--- config.mk ---
export PLATFORM = sky130hd
export DESIGN_NAME = line_raster_stepper
export DESIGN_NICKNAME = d
export VERILOG_FILES = /design/src/hdl/lrs_pkg.sv /design/src/hdl/line_raster_stepper.sv /design/src/hdl/lrs_step.sv
export SDC_FILE = /design/constraint.sdc
export NUM_CORES = 1
export LEC_CHECK = 0
export BUFFER_PORTS_ARGS = -buffer_cell sky130_fd_sc_hd__buf_2
export CAP_MARGIN = 20
export CORE_AREA = 3 3 213 215
export DETAILED_ROUTE_END_ITERATION = 7
export DIE_AREA = 0 0 216 218
export PLACE_DENSITY = 0.47
export SLEW_MARGIN = 30
export SYNTH_ARGS = -nofsm -noshare
export SYNTH_HDL_FRONTEND = slang
export SYNTH_HIERARCHICAL = 1
export SYNTH_SLANG_ARGS = --single-unit
--- constraint.sdc ---
create_clock -name i_clk -period 10.2 [get_ports i_clk]
set_input_delay 1.53 -clock i_clk [delete_from_list [all_inputs] [get_ports i_clk]]
set_output_delay 1.53 -clock i_clk [all_outputs]
set_load 0.03 [all_outputs]
--- src/hdl/lrs_pkg.sv ---
// Shared types, codes and widths for the line raster stepper.
package lrs_pkg;

    localparam int COORD_BITS   = 10;
    localparam int ERR_BITS     = COORD_BITS + 1;
    localparam int COLOR_BITS   = 16;
    localparam int CFG_IDX_BITS = 1;

    localparam logic ACT_START = 1'b0;
    localparam logic ACT_NEXT  = 1'b1;

    localparam logic [CFG_IDX_BITS-1:0] CFG_FG_COLOR = 1'b0;
    localparam logic [CFG_IDX_BITS-1:0] CFG_BG_COLOR = 1'b1;

    localparam logic [1:0] DIR_ZERO = 2'd0;
    localparam logic [1:0] DIR_POS  = 2'd1;
    localparam logic [1:0] DIR_NEG  = 2'd3;

    typedef logic [COORD_BITS-1:0] t_coord;
    typedef logic [ERR_BITS-1:0]   t_err;
    typedef logic [COLOR_BITS-1:0] t_color;
    typedef logic [1:0]            t_dir;

    typedef struct packed {
        logic   action;
        t_coord x_start;
        t_coord y_start;
        t_coord x_end;
        t_coord y_end;
        logic   erase;
    } t_in_word;

    typedef struct packed {
        t_coord pix_x;
        t_coord pix_y;
        t_color pix_color;
        logic   last;
    } t_out_word;

    typedef struct packed {
        t_coord cur_col;
        t_coord cur_row;
        t_err   err_col;
        t_err   err_row;
        t_coord abs_dx;
        t_coord abs_dy;
        t_coord major_len;
        t_dir   dir_col;
        t_dir   dir_row;
        t_err   pixels_left;
        logic   line_active;
        t_color line_color;
    } t_line_state;

    typedef struct packed {
        logic      emit;
        t_out_word word;
    } t_step_result;

endpackage

--- src/hdl/line_raster_stepper.sv ---
// Top level of the line raster stepper: config registers and pixel output register.
// One input word is taken per clock while o_in_ready is high; each start or active
// next word yields one registered pixel word. Sustained rate is one pixel per clock,
// limited only by the output register, which accepts a new word in the cycle its held
// word is taken. A start word emits the first pixel of a line of max(|dx|,|dy|)+1
// pixels; each next word emits one more, with last set on the final one, and a next
// word with no line in progress gives no pixel. Color registers are sampled at start.
module line_raster_stepper (
    input  logic                             i_clk,
    input  logic                             i_rst_n,
    input  logic                             i_in_valid,
    output logic                             o_in_ready,
    input  lrs_pkg::t_in_word                i_in_word,
    output logic                             o_out_valid,
    input  logic                             i_out_ready,
    output lrs_pkg::t_out_word               o_out_word,
    input  logic                             i_cfg_we,
    input  logic [lrs_pkg::CFG_IDX_BITS-1:0] i_cfg_idx,
    input  logic [lrs_pkg::COLOR_BITS-1:0]   i_cfg_data
);
    import lrs_pkg::*;

    t_color       r_fg_color;
    t_color       r_bg_color;
    logic         r_out_valid;
    t_out_word    r_out_word;
    logic         in_accept;
    t_step_result step_res;

    assign o_in_ready = !r_out_valid || i_out_ready;
    assign in_accept  = i_in_valid && o_in_ready;

    lrs_step u_step (
        .i_clk      (i_clk),
        .i_rst_n    (i_rst_n),
        .i_accept   (in_accept),
        .i_word     (i_in_word),
        .i_fg_color (r_fg_color),
        .i_bg_color (r_bg_color),
        .o_result   (step_res)
    );

    always_ff @(posedge i_clk) begin
        if (!i_rst_n) begin
            r_fg_color <= '0;
            r_bg_color <= '0;
        end else if (i_cfg_we) begin
            unique case (i_cfg_idx)
                CFG_FG_COLOR: r_fg_color <= i_cfg_data;
                CFG_BG_COLOR: r_bg_color <= i_cfg_data;
                default: ;
            endcase
        end
    end

    always_ff @(posedge i_clk) begin
        if (!i_rst_n) begin
            r_out_valid <= 1'b0;
        end else if (in_accept && step_res.emit) begin
            r_out_valid <= 1'b1;
        end else if (i_out_ready) begin
            r_out_valid <= 1'b0;
        end
    end

    always_ff @(posedge i_clk) begin
        if (in_accept && step_res.emit) begin
            r_out_word <= step_res.word;
        end
    end

    assign o_out_valid = r_out_valid;
    assign o_out_word  = r_out_word;

endmodule

--- src/hdl/lrs_step.sv ---
// Line state registers and the per-word pixel stepping logic.
module lrs_step (
    input  logic                  i_clk,
    input  logic                  i_rst_n,
    input  logic                  i_accept,
    input  lrs_pkg::t_in_word     i_word,
    input  lrs_pkg::t_color       i_fg_color,
    input  lrs_pkg::t_color       i_bg_color,
    output lrs_pkg::t_step_result o_result
);
    import lrs_pkg::*;

    t_line_state r_state;
    t_line_state n_state;
    t_line_state s_cur;
    logic        start;
    logic        emit;
    t_err        sum_col;
    t_err        sum_row;
    t_err        major_ext;

    function automatic t_coord axis_mag(input t_coord a, input t_coord b);
        if (b > a) begin
            return b - a;
        end else begin
            return a - b;
        end
    endfunction

    function automatic t_dir axis_dir(input t_coord a, input t_coord b);
        if (b > a) begin
            return DIR_POS;
        end else if (b == a) begin
            return DIR_ZERO;
        end else begin
            return DIR_NEG;
        end
    endfunction

    function automatic t_coord step_coord(input t_coord c, input t_dir d);
        case (d)
            DIR_POS: return c + t_coord'(1);
            DIR_NEG: return c - t_coord'(1);
            default: return c;
        endcase
    endfunction

    assign start = (i_word.action == ACT_START);
    assign emit  = start || r_state.line_active;

    // state the emitted pixel is taken from: fresh setup on start
    always_comb begin
        s_cur = r_state;
        if (start) begin
            s_cur.cur_col     = i_word.x_start;
            s_cur.cur_row     = i_word.y_start;
            s_cur.err_col     = '0;
            s_cur.err_row     = '0;
            s_cur.abs_dx      = axis_mag(i_word.x_start, i_word.x_end);
            s_cur.abs_dy      = axis_mag(i_word.y_start, i_word.y_end);
            s_cur.dir_col     = axis_dir(i_word.x_start, i_word.x_end);
            s_cur.dir_row     = axis_dir(i_word.y_start, i_word.y_end);
            s_cur.major_len   = (s_cur.abs_dx > s_cur.abs_dy) ? s_cur.abs_dx : s_cur.abs_dy;
            s_cur.pixels_left = {1'b0, s_cur.major_len} + t_err'(1);
            s_cur.line_color  = i_word.erase ? i_bg_color : i_fg_color;
            s_cur.line_active = 1'b1;
        end
    end

    assign major_ext = {1'b0, s_cur.major_len};
    assign sum_col   = s_cur.err_col + {1'b0, s_cur.abs_dx};
    assign sum_row   = s_cur.err_row + {1'b0, s_cur.abs_dy};

    always_comb begin
        n_state         = s_cur;
        n_state.err_col = sum_col;
        n_state.err_row = sum_row;
        if (sum_col > major_ext) begin
            n_state.err_col = sum_col - major_ext;
            n_state.cur_col = step_coord(s_cur.cur_col, s_cur.dir_col);
        end
        if (sum_row > major_ext) begin
            n_state.err_row = sum_row - major_ext;
            n_state.cur_row = step_coord(s_cur.cur_row, s_cur.dir_row);
        end
        if (s_cur.pixels_left != '0) begin
            n_state.pixels_left = s_cur.pixels_left - t_err'(1);
        end
        n_state.line_active = (n_state.pixels_left != '0);
    end

    always_comb begin
        o_result.emit           = emit;
        o_result.word.pix_x     = s_cur.cur_col;
        o_result.word.pix_y     = s_cur.cur_row;
        o_result.word.pix_color = s_cur.line_color;
        o_result.word.last      = (s_cur.pixels_left == t_err'(1));
    end

    always_ff @(posedge i_clk) begin
        if (!i_rst_n) begin
            r_state <= '0;
        end else if (i_accept && emit) begin
            r_state <= n_state;
        end
    end

endmodule

==> out/results.tsv, run 1 <==
metric	value	unit
run_status	finished clean	
tns	0	ps
ys_ff_latch	174	
clock-sinks	174	
syn_nets	1786	
core	0.0439	mm^2
cts_setup_buffers	0	
grt_usage	16.0	%
drc	0	
cp_max_fo	12	
cts_tree	built	
finClkSkew	10.4	ps
ys_seq_area_share	29.6	%
synth_async_sr_flop_share	0	%
wirelength	37900	um
required	10550	ps
design_power_total	3.06	mW
setup_violations	0	
synth_edf_count	37	
grt_pass1_vias	11100	
die-width	216	um
max_freq	108	MHz
ys_types	83	
ctsRootBufferMaster	clkbuf_16	
min_period_over_period	91.1	%
endpoint_kind	register	
grt_pass1_wl	60000	um
wire_per_inst	16.7	um
insertion_delay	460	ps
num_rows	77	
peakVddDrop	0.000134	V
antenna_found_initial	0	
crit_path_max_incr_delay	470	ps
layout-drive-gt1-share	13.2	%
syn_area	0.0130	mm^2
ctsHtreeMaxLevel	4	
portBuffers	102	
dieArea	0.0471	mm^2
grt_max_degree	82	
critPathArrivalTime	9650	ps
drtIter0Drc	597	
synth_area_per_cell	8.11	um^2
critPathLaunchType	primary input	
min_period	9290	ps
diodes	0	
syn_inst	1606	
fillers	4670	
clk_pin_slew	70	ps
synthFlopType	dfxtp_1	
crit_type	in2reg	
drtPass1Iterations	5	
rsz0062_at_grt	no	
nets	1848	
tightestPinTransition	954	ps
cellLeakagePower	6.17	nW
ioPinCount	103	
gp_congestion	0.920	
pwr_density_cell	209	mW/mm^2
vias	11400	
ys.warnings.count	6	
crit_slowest_cell	nand2_1	
syn2layout_area_growth	12.5	%
fp.dieH	218	um
slew_headroom	36.4	%
dp_hpwl	27800	um
cts.path.max_buffers	2	
hold_viol_final	0	
slew_viol_final	0	
via_per_inst	5.00	
hp-class	reg2reg	
antenna_left	0	
cts-buffers-inserted	17	
grt_overflow_total	0	
cpMostUsedCell	o21ai_0	
initial_core_util	29.6	%
drv_cap	0	
==> cells in the mapped netlist, types with 6 or more instances <==
master	n	area (um^2)
o211ai_1	18	135
xor2_1	13	114
ha_1	106	1330
clkbuf_1	58	218
dfxtp_1	137	2740
a21boi_0	14	105
o31ai_1	6	45.0
or3_1	8	50.1
nand3_1	21	105
nand2b_1	15	93.8
inv_1	101	379
and2_1	31	194
xnor2_1	52	455
a211oi_1	43	323
a31oi_1	6	37.5
o21ai_0	90	450
nor2b_1	10	62.6
and3_1	11	68.8
o21a_1	9	67.6
nand2_1	255	957
a21o_1	20	150
mux2i_1	76	761
fa_1	10	200
buf_6	6	67.6
a21oi_1	127	636
buf_2	11	55.1
nor4_1	6	37.5
nand4_1	13	81.3
o21bai_1	19	143
buf_4	20	150
nor3_1	28	140
nor2_1	116	435
mux2_2	20	225
edfxtp_1	37	1110
==> sequential cells by signal, indices dropped and copies added (netlist names) <==
register,flops
r_fg_color,16
o_out_word,37
r_bg_color,16
u_step/r_state,104
o_out_valid,1
==> metrics by stage <==
| step | util (%) | std cells | area (um^2) | setup WS [ps] | hold slack (ps) |
|---|---|---|---|---|---|
| after floorplan | - | 1606 | 13000 | 1170 | 427 |
| after global placement | 32.0 | 2241 | 14100 | 435 | 434 |
| after detailed placement | 32.1 | 2241 | 14100 | 526 | 441 |
| after CTS | 33.3 | 2273 | 14600 | 974 | 450 |
| after global routing | 33.3 | 2273 | 14600 | 90.6 | 463 |
| final | 33.3 | 2273 | 14600 | 908 | 447 |
==> kinds of logic (layout without fill, tap and decap cells) <==
group	after synthesis	in the layout	share of synthesized area [%]
flip-flops	174	174	29.6
adder cells (fa/ha/maj)	117	117	11.8
buffers and inverters	202	277	6.98
XOR/XNOR	67	67	4.71
AO/OA/AOI/OAI	413	413	20.7
AND/OR/NAND/NOR	537	537	18.6
multiplexers	96	96	7.57
==> area by class of cell <==
cell class | instances | area, um^2 | share of cell area, %
multi-input cells | 1230 | 8280 | 56.5
repair buffers | 143 | 833 | 5.69
clock buffers | 22 | 474 | 3.24
inverters | 102 | 384 | 2.62
flip-flops and latches | 174 | 3850 | 26.3
clock inverters | 10 | 77.6 | 0.530
well taps | 592 | 741 | 5.06
==> layer usage <==
layer | global-route usage, % | vias to the layer above | routed length (um)
li1 | - | 5723 | -
met1 | 20.4 | 5394 | 17400
met2 | 27.8 | 205 | 18400
met3 | 2.01 | 46 | 1180
met4 | 5.82 | 0 | 889
met5 | 0 | - | 0
==> cells in the final DEF, fill, tap and decap left out, types with 17 or more instances in the layout <==
cell / instances
o21ai_0: 90
xnor2_1: 52
a211oi_1: 43
ha_1: 106
edfxtp_1: 37
nand2_1: 254
nand3_1: 21
mux2_2: 20
buf_2: 101
a21oi_1: 126
dfxtp_1: 137
inv_1: 101
clkbuf_16: 17
nor3_1: 28
buf_4: 41
o21bai_1: 19
nor2_1: 116
mux2i_1: 76
o211ai_1: 18
a21o_1: 20
and2_1: 30
==> path summary, 6_finish.rpt <==
kind	from	to	slack, ps	cells past startpoint
setup / recovery	i_in_word[11]	u_step/r_state[70]	910	36
hold / removal	u_step/r_state[75]	u_step/r_state[75]	450	2
setup reg to reg	u_step/r_state[42]	u_step/r_state[71]	5580	17
hold reg to reg	u_step/r_state[75]	u_step/r_state[75]	450	2
==> timing repair <==
item / 4_1_cts / 5_1_grt
endpoints found under the setup margin: 0 / 1
hold buffers: 0 / 0
hold endpoints to repair: 0 / 0
resized for setup: 0 / 1
==> power breakdown <==
group | internal [mW] | leakage, nW | switching, mW
clock | 0.335 | 0.270 | 0.298
combinational | 0.636 | 4.42 | 0.991
sequential | 0.769 | 1.48 | 0.0276
==> critical path: cells and delay by family <==
family,cells,cell delay (ps)
AOI/OAI and AO/OA,19,4460
adders and majority gates,4,1220
and+or+nand+nor,4,920
muxes,3,750
buffers and inverters,5,480
xor gates and xnor gates,1,270
No activity file was read; power rests on OpenSTA's default activity.
==> run 2, diff against run 1 <==
- CORE_AREA: 3 3 213 215 -> 3 3 149 151
- DIE_AREA: 0 0 216 218 -> 0 0 152 154
- PLACE_DENSITY: 0.47 -> 0.83
==> run 2 against run 1 <==
- sequential share of layout area rose by 0.99 points
- first-iteration DRC count rose by 64%
- hold slack improved by 4.7 ps
- critical path depth rose by 3
- flip-flop and latch count did not move
- critical path type unchanged
- final cell count fell by 15%
- critical endpoint is now u_step/r_state[93]
==> out/results.tsv, run 2 (synthesized netlist as in run 1, its figures left out) <==
metric	value	unit
clockPowerShare	21.1	%
portBuffers	102	
dieArea	0.0234	mm^2
cp_max_fo	16	
min_period_over_period	93.5	%
fin_area	0.0141	mm^2
ctsHtreeMaxLevel	4	
setup.worst_path.start	i_in_word[1]	
finClkSkew	15.0	ps
ctsRootBufferMaster	clkbuf_16	
insertion_delay	430	ps
crit_slowest_cell	a311oi_2	
diodes	0	
hold_path_end	u_step/r_state[62]	
peakVddDrop	0.000131	V
drtIter0Drc	979	
drtPass1Iterations	5	
wirelength	33200	um
holdWs	452	ps
run_status	finished clean	
cts-buffers-inserted	17	
min_period	9530	ps
rr_startpoint	u_step/r_state[42]	
hold-path-cell-count	2	
multi_input_area	0.00830	mm^2
grt_overflow_total	0	
clock-sinks	174	
swShare	43.4	%
gp_congestion	0.973	
nets	1826	
slew_viol_final	0	
pwr_density_cell	212	mW/mm^2
cts.path.max_buffers	2	
critPathLaunchType	primary input	
cts_tree	built	
syn2layout_area_growth	8.39	%
max_freq	105	MHz
slew_headroom	35.8	%
dp.cells	1902	
cts_hold_buf	0	
min_from	u_step/r_state[62]	
fillers	1709	
core	0.0210	mm^2
dpl_worst_slack	193	ps
rr_endpoint	u_step/r_state[93]	
cellLeakagePower	6.08	nW
setup_ws	668	ps
antenna_left	0	
grt_max_degree	90	
p_int	1.69	mW
r2r_cells	20	
ioPinCount	103	
cpMostUsedCell	o21ai_0	
drv_cap	0	
comb_power_share	52.2	%
layout-drive-gt1-share	12.4	%
die-width	152	um
initial_core_util	62.1	%
endpoint_kind	register	
tns	0	ps
dp_hpwl	24000	um
crit_path_max_incr_delay	430	ps
grt_pass1_wl	53800	um
hp-class	reg2reg	
antenna_found_initial	0	
vias	11600	
final_common_cell	nand2_1	
largest_register_ff_count	104	
critPathArrivalTime	9860	ps
via_per_inst	6.00	
wire_per_inst	17.2	um
p_seq_share	26.6	%
r2r_slack	5510	ps
required	10530	ps
setup_violations	0	
finalNonFillerCells	1934	
grt_pass1_vias	11100	
final_cell_mix	nand2_1, dfxtp_1, a21oi_1, nor2_1, ha_1	
clk_pin_slew	70	ps
fp.dieH	154	um
register_area	0.00385	mm^2
hold_viol_final	0	
drc	0	
crit_type	in2reg	
num_rows	53	
grt_usage	27.4	%
placed_cell_area	0.0135	mm^2
p_switching	1.30	mW
tightestPinTransition	961	ps
top_register	u_step/r_state	
## run 2: timing repair
item                       4_1_cts  5_1_grt
setup buffers                    0        0
setup endpoints to repair        0       40
gates resized for setup          0        6
## run 2: metal layers
layer | part of all wire [%] | track usage [%] | vias up
li1 | - | - | 5707
met3 | 6.5 | 4.36 | 66
met2 | 47 | 46.2 | 386
met1 | 44 | 35.8 | 5446
met4 | 2.4 | 9.46 | 0
met5 | 0 | 0 | -
## run 2: through the flow
step	power (mW)	utilization, %
6_report	2.99	67.3
5_1_grt	3.19	67.3
4_1_cts	2.97	67.2
3_5_place_dp	2.33	64.4
3_3_place_gp	2.29	64.4
2_1_floorplan	1.99	-
## run 2: final cells by class
class	count	share of cell area, %
multi-input combinational	1230	58.9
sequential	174	27.3
timing repair buffer	121	4.65
clock buffer	17	3.01
inverter	102	2.71
tap	275	2.44
clock inverter	15	1.02
## run 2: power by group through the flow
stage	logic, mW	registers, mW	clock network (mW)
finish	1.56	0.798	0.633
global route	1.72	0.803	0.670
CTS	1.53	0.797	0.644
detailed placement	1.51	0.812	0
global placement	1.48	0.809	0
floorplan	1.17	0.827	0
## run 2: worst max-delay path by stage
stage | end | slack [ps] | depth (start not counted)
global placement | u_step/r_state[77] | 630 | 37
floorplan | u_step/r_state[87] | 1170 | 38
finish | u_step/r_state[93] | 670 | 39
global route | u_step/r_state[93] | -9 | 37
detailed placement | u_step/r_state[70] | 190 | 36
CTS | u_step/r_state[70] | 620 | 36
## run 2: worst max-delay path: cells and delay by family
| family | cells | cell delay [ps] |
|---|---|---|
| simple gates | 6 | 800 |
| xor+xnor | 2 | 470 |
| fa+ha+maj | 4 | 1060 |
| buf+inv | 5 | 680 |
| compound gates | 20 | 4800 |
| mux | 2 | 520 |
==> run 3, diff against run 2 <==
- CORE_AREA: 3 3 149 151 -> 3 3 220 114
- DIE_AREA: 0 0 152 154 -> 0 0 223 117
- PLACE_DENSITY: 0.83 -> 0.78
- clock period: 10.2 -> 7.95 ns (I/O delays scaled with it)
==> run 3 against run 2 <==
- register-to-register slack worse by 1900 ps
- utilization is 1.2 points higher
- combinational power is 78% higher
- critical path type unchanged
- critical endpoint is now u_step/r_state[16]
- highest routed layer unchanged
==> out/results.tsv, run 3 (synthesized netlist as in run 1, its figures left out) <==
metric	value	unit
clk_pin_slew	70	ps
antenna_found_initial	0	
insertion_delay	460	ps
crit_family	compound AO/OA/AOI/OAI gates	
grt_pass1_wl	59800	um
cp_max_fo	9	
largest_register_ff_count	104	
required	8280	ps
cts-buffers-inserted	17	
ctsHtreeMaxLevel	4	
fp.dieH	117	um
cts.path.max_buffers	2	
grt_pass1_vias	12000	
critPathLaunchType	primary input	
vias	12500	
cts_hold_buf	0	
slew_headroom	41.1	%
ioPinCount	103	
die-width	223	um
dp_hpwl	27400	um
drtPass1Iterations	6	
top_register	u_step/r_state	
dieArea	0.0261	mm^2
setup_violations	0	
setup.worst_path.start	i_in_word[1]	
hold_viol_final	0	
portBuffers	102	
nets	1984	
design_power_total	4.73	mW
pwr_density_cell	300	mW/mm^2
finClkSkew	11.0	ps
tightestPinTransition	858	ps
crit_slowest_cell	or3_4	
cp_num_buf_inv	5	
min_from	u_step/r_state[21]	
tns	0	ps
cellLeakagePower	6.94	nW
peakVddDrop	0.000181	V
crit_path_max_incr_delay	400	ps
rsz0062_at_grt	yes	
min_period_over_period	96.7	%
final_common_cell	nand2_1	
grt_overflow_total	0	
drc	0	
drv_cap	0	
drtIter0Drc	1099	
ctsRootBufferMaster	clkbuf_16	
grt_usage	28.3	%
layout-drive-gt1-share	22.4	%
wirelength	38200	um
cts_tree	built	
grt_max_degree	84	
slew_viol_final	0	
via_per_inst	5.88	
hp-class	reg2reg	
min_period	7690	ps
endpoint_kind	register	
critPathArrivalTime	8020	ps
crit_type	in2reg	
clock-sinks	174	
initial_core_util	56.6	%
num_rows	39	
antenna_left	0	
run_status	finished clean	
wire_per_inst	18.0	um
rr_startpoint	u_step/r_state[53]	
gp_congestion	0.983	
core	0.0230	mm^2
syn2layout_area_growth	20.9	%
diodes	0	
final_cell_mix	nand2_1, buf_4, dfxtp_1, a21oi_1, nor2_1	
max_freq	130	MHz
fillers	1798	
==> run 3: cell types whose count changed in the layout (fill, tap and decap cells not counted), moves of 9 or more <==
cell | before | now
a21boi_0 | 14 | 5
buf_4 | 20 | 172
o21ai_0 | 90 | 80
a21oi_1 | 127 | 118
o21ai_2 | 1 | 10
==> run 3: layout make-up <==
| type | instances | area, um^2 | share of cell area, % |
|---|---|---|---|
| Clock buffer | 17 | 425 | 2.70 |
| Timing Repair Buffer | 279 | 1910 | 12.2 |
| Tap cell | 307 | 384 | 2.44 |
| Multi-Input combinational cell | 1230 | 8560 | 54.4 |
| Sequential cell | 174 | 3850 | 24.5 |
| Inverter | 102 | 383 | 2.43 |
| Clock inverter | 15 | 223 | 1.41 |
==> run 3: layer usage <==
metal | vias up | GRT usage [%] | share of wire [%]
met5 | - | 0 | 0
met4 | 0 | 9.43 | 1.7
met3 | 59 | 4.88 | 6.9
met2 | 459 | 46.6 | 46
met1 | 5954 | 38.4 | 46
li1 | 6017 | - | -
==> run 3: worst register-to-register path, cell delays in order (launching register included) <==
cell,delay (ps)
dfxtp_1,310
mux2_2,300
ha_1,290
a21o_1,190
a21oi_1,290
o21bai_1,100
a21oi_1,270
o21bai_1,100
a21oi_1,240
o21bai_1,100
a21oi_1,200
xnor2_1,130
ha_1,400
nand4_1,200
o32ai_2,350
and2_4,230
buf_12,150
nand2_1,80
o21ai_0,110
nand2_1,90
a21oi_1,160
==> run 3: path summary, 6_finish.rpt <==
kind	cells past startpoint	slack, ps	end
setup reg to reg	20	3610	u_step/r_state[75]
setup / recovery	32	260	u_step/r_state[16]
hold reg to reg	2	450	u_step/r_state[21]
hold / removal	2	450	u_step/r_state[21]
==> run 3: power by group <==
group | internal, mW | switching (mW)
Sequential | 0.987 | 0.0382
Combinational | 1.26 | 1.51
Clock | 0.512 | 0.415
==> run 3: timing repair <==
action,4_1_cts,5_1_grt
buffers inserted,0,7
endpoints found under the setup margin,1,55
hold endpoints to repair,0,0
pin swaps,0,20
cloned,0,1
gates resized for setup,1,55
==> run 3: through the flow <==
stage | worst slack (ps) | cell area [um^2] | hold slack [ps] | std cells | utilization, %
floorplan | 20.8 | 13100 | 427 | 1606 | -
global placement | -196 | 14800 | 435 | 2084 | 64.3
detailed placement | -416 | 14800 | 441 | 2084 | 64.3
CTS | 48.7 | 15400 | 451 | 2116 | 67.2
global route | -131 | 15700 | 476 | 2124 | 68.5
finish | 262 | 15700 | 450 | 2124 | 68.5
